### src/hw/rtl/dsht_ram.sv
`timescale 1ns / 1ps
// Generic simple dual-port RAM: one write port, one read port, registered read.
// No dependencies.
`default_nettype none

module dsht_ram #(
    parameter int WIDTH = 8,
    parameter int DEPTH = 256
) (
    input  wire logic                     i_clk,
    input  wire logic                     i_we,
    input  wire logic [$clog2(DEPTH)-1:0] i_waddr,
    input  wire logic [WIDTH-1:0]         i_wdata,
    input  wire logic [$clog2(DEPTH)-1:0] i_raddr,
    output      logic [WIDTH-1:0]         o_rdata
);

    logic [WIDTH-1:0] r_mem [DEPTH];

    always_ff @(posedge i_clk) begin
        if (i_we) begin
            r_mem[i_waddr] <= i_wdata;
        end
        o_rdata <= r_mem[i_raddr];
    end

endmodule

`default_nettype wire

### config.mk
export PLATFORM = sky130hd
export DESIGN_NAME = dsht_ram
export DESIGN_NICKNAME = d
export VERILOG_FILES = /design/src/hw/rtl/dsht_ram.sv
export SDC_FILE = /design/constraint.sdc
export NUM_CORES = 2
export LEC_CHECK = 0
export BUFFER_PORTS_ARGS = -buffer_cell sky130_fd_sc_hd__buf_2
export CORE_MARGIN = 2
export CORE_UTILIZATION = 46
export DETAILED_ROUTE_END_ITERATION = 8
export HOLD_SLACK_MARGIN = 0.15
export SLEW_MARGIN = 30
export SYNTH_ARGS = -nofsm -noshare
export SYNTH_HDL_FRONTEND = slang
export SYNTH_SLANG_ARGS = --single-unit
export TNS_END_PERCENT = 5
### constraint.sdc
create_clock -name i_clk -period 5.5 [get_ports i_clk]
set_input_delay 0.55 -clock i_clk [delete_from_list [all_inputs] [get_ports i_clk]]
set_output_delay 0.55 -clock i_clk [all_outputs]
set_load 0.005 [all_outputs]
==> out/metrics.yaml <==
seq_area_um2: 61700
critPathArrivalTime_ns: 4.05
clkLatencyLatePin_ns: 0.84
yosys.cell_types.count: 55
slew_headroom_pct: 32.4
avgViaCountPerCell: 6.06
cts_sinks: 2056
rows: 152
post_drt_wl_per_cell_um: 31.5
globalplace.congestion: 0.817
dp_cells: 5964
core_um2: 172000
r2r_start: "r_mem[211][3]"
finalHoldViolCount: 0
powerDensity_nw_per_um2: 362
dieArea_um2: 176000
grt_pass1_vias: 38300
drcViolationCount: 0
drt_first_pass_iters: 5
portBuffers: 33
cp-end-kind: "register"
cts-htree-levels: 4
vdd_drop_max_mv: 0.323
path_clk_slew_ns: 0.06
syn-num-nets: 3759
hpwl_mm: 120
fin_crit_ns: 3.30
ys_seq_elements: 2056
rsz0062_at_grt: "no"
vias: 38400
reg2reg_to: "o_rdata[3]"
worstSetupStartpoint: "i_raddr[1]"
drt-total-wl_mm: 199
drt_iter0_drc: 4830
cts_buffers: 200
grt_pass1_wl_mm: 285
gr-total-overflow: 0
multi_input_area_um2: 16600
cts_tree: "built"
ys_seq_area_share_pct: 77.5
crit_type: "input port to register"
reg2reg_depth: 6
grt_max_degree: 185
fmax_mhz: 303
die_y_um: 420
die_x_um: 420
crit_end: "o_rdata[2]"
synth_edf_count: 2048
required_ns: 6.25
reg2reg_setup_slack_ns: 2.74
drv_slew: 0
setup_viol: 0
synth_flop_cell: "edfxtp_1"
cp_max_fo: 104
setup_tns_ns: 0
worstHoldPathType: "input port to register"
final.setup_skew_ns: 0.0437
synth_area_um2: 79600
worst_pin_slew_ns: 1.01
leakage_nw: 27.3
drive_gt1_share_pct: 22.9
fillCellCount: 13400
final_cells: 6340
final.period_utilization_pct: 60.0
drtAntennaViolNets: 0
area_delta_synth_final_pct: 11.8
antenna_found_initial: 8
postCtsSetupBuffers: 0
synth-async-reset-ratio_pct: 0
start_util_pct: 46.3
status: "completed"
nets: 3886
start_kind: "input port"
hp-start: "i_wdata[3]"
pin_count: 34
synth_cells: 3733
grt_usage_pct: 22.8
yosys_warnings: 0
syn_avg_cell_area_um2: 21.3
cap_violations: 0
cts_buffer_depth: 3
cts_root_buffer: "clkbuf_16"
area by class of cell:
class,count,share of cell area [%]
timing repair buffer,158,1.66
multi-input combinational,1442,18.6
sequential,2056,69.3
antenna,1,0.00281
clock buffer,248,5.85
tap,2310,3.25
clock inverter,123,1.30
inverter,2,0.00844
where the power goes:
group          leakage (nW)  total, mW  switching (mW)  internal [mW]
Combinational          5.67       1.56            1.03          0.534
Sequential             18.5       17.3          0.0310           17.3
Clock                  3.11       13.4            5.90           7.46
Total                  27.3       32.2            6.97           25.3
cells in the mapped netlist (3+ instances only):
master / n / area (um^2)
buf_4: 27 / 203
o32ai_1: 4 / 35.0
o22ai_1: 28 / 175
mux2i_1: 134 / 1340
o221ai_1: 46 / 403
a211oi_1: 16 / 120
nand3_1: 34 / 170
nor4_2: 3 / 37.5
nor2_1: 282 / 1060
o21ai_0: 10 / 50.1
edfxtp_1: 2048 / 61500
o211ai_1: 10 / 75.1
and2_1: 6 / 37.5
buf_2: 31 / 155
nor3_1: 22 / 110
buf_6: 21 / 236
dfxtp_1: 8 / 160
nor2b_1: 31 / 194
nor4_1: 24 / 150
a22o_1: 8 / 70.1
nand4_1: 10 / 62.6
mux4_2: 454 / 10200
clkbuf_1: 111 / 417
a21oi_1: 96 / 480
buf_8: 13 / 195
buf_12: 8 / 160
a22oi_1: 133 / 998
a221oi_1: 13 / 114
nand2_1: 33 / 124
buf_1: 22 / 82.6
o22a_1: 5 / 43.8
or2_2: 4 / 25.0
nand2b_1: 8 / 50.1
critical path, stage by stage:
cell and delay, ns:
buf_8 0.50, buf_12 0.61, mux4_2 0.35, o22a_1 0.20, o21ai_0 0.21, a2111oi_1 0.84
nor3_2 0.27, nor4_2 0.29
placed cells by master (no fill, tap or decap), types with 32 or more instances in the layout:
master,netlist,final
buf_4,27,104
nand2_1,33,32
clkinv_1,1,50
a22oi_1,133,133
mux4_2,454,454
clkinv_2,0,42
a21oi_1,96,96
clkbuf_16,0,201
edfxtp_1,2048,2048
clkbuf_1,111,47
nor2_1,282,269
mux2i_1,134,134
o221ai_1,46,46
worst min path at each step:
stage,cells after the start,endpoint,slack [ns]
detailed placement,1,o_rdata[0],1.04
global route,1,r_mem[70][3],0.17
CTS,1,r_mem[70][3],0.18
global placement,1,r_mem[202][2],1.03
finish,1,r_mem[70][3],0.14
floorplan,0,r_mem[0][0],0.65
routing by layer:
| metal | wire length, um | up-vias | track usage (%) |
|---|---|---|---|
| met5 | 27 | - | 0 |
| met3 | 15300 | 306 | 4.33 |
| met2 | 96800 | 1599 | 36.3 |
| met4 | 5390 | 4 | 6.35 |
| met1 | 81900 | 20500 | 32.4 |
| li1 | - | 16000 | - |
flip-flops by register name (all words and copies together) (netlist names):
name     count
o_rdata      8
r_mem     2048
cells by family (layout without fill, tap and decap cells):
logic type | after synthesis | in the layout | share of synthesized area [%]
AO/OA/AOI/OAI | 385 | 385 | 3.42
AND/OR/NAND/NOR | 466 | 466 | 2.63
other | 0 | 1 | 0
buffers and inverters | 235 | 531 | 1.83
flip-flops | 2056 | 2056 | 77.5
multiplexers | 591 | 591 | 14.6
timing repair:
| item | CTS | global route |
|---|---|---|
| endpoints found under the hold margin | 8 | 32 |
| hold buffers | 1 | 1 |
| gates resized for setup | 0 | 0 |
metrics by stage:
step / total power, mW / area (um^2) / utilization, % / hold slack (ns) / worst slack [ns]
2_1_floorplan: 18.5 / 79600 / - / 0.649 / 3.01
3_5_place_dp: 19.2 / 82500 / 48.0 / 1.04 / 1.18
4_1_cts: 32.4 / 88900 / 51.7 / 0.176 / 2.04
6_report: 32.2 / 89000 / 51.8 / 0.140 / 2.20
3_3_place_gp: 19.2 / 82500 / 48.0 / 1.03 / 1.04
5_1_grt: 33.1 / 89000 / 51.8 / 0.169 / 2.14
(Power assumes the default switching activity.)
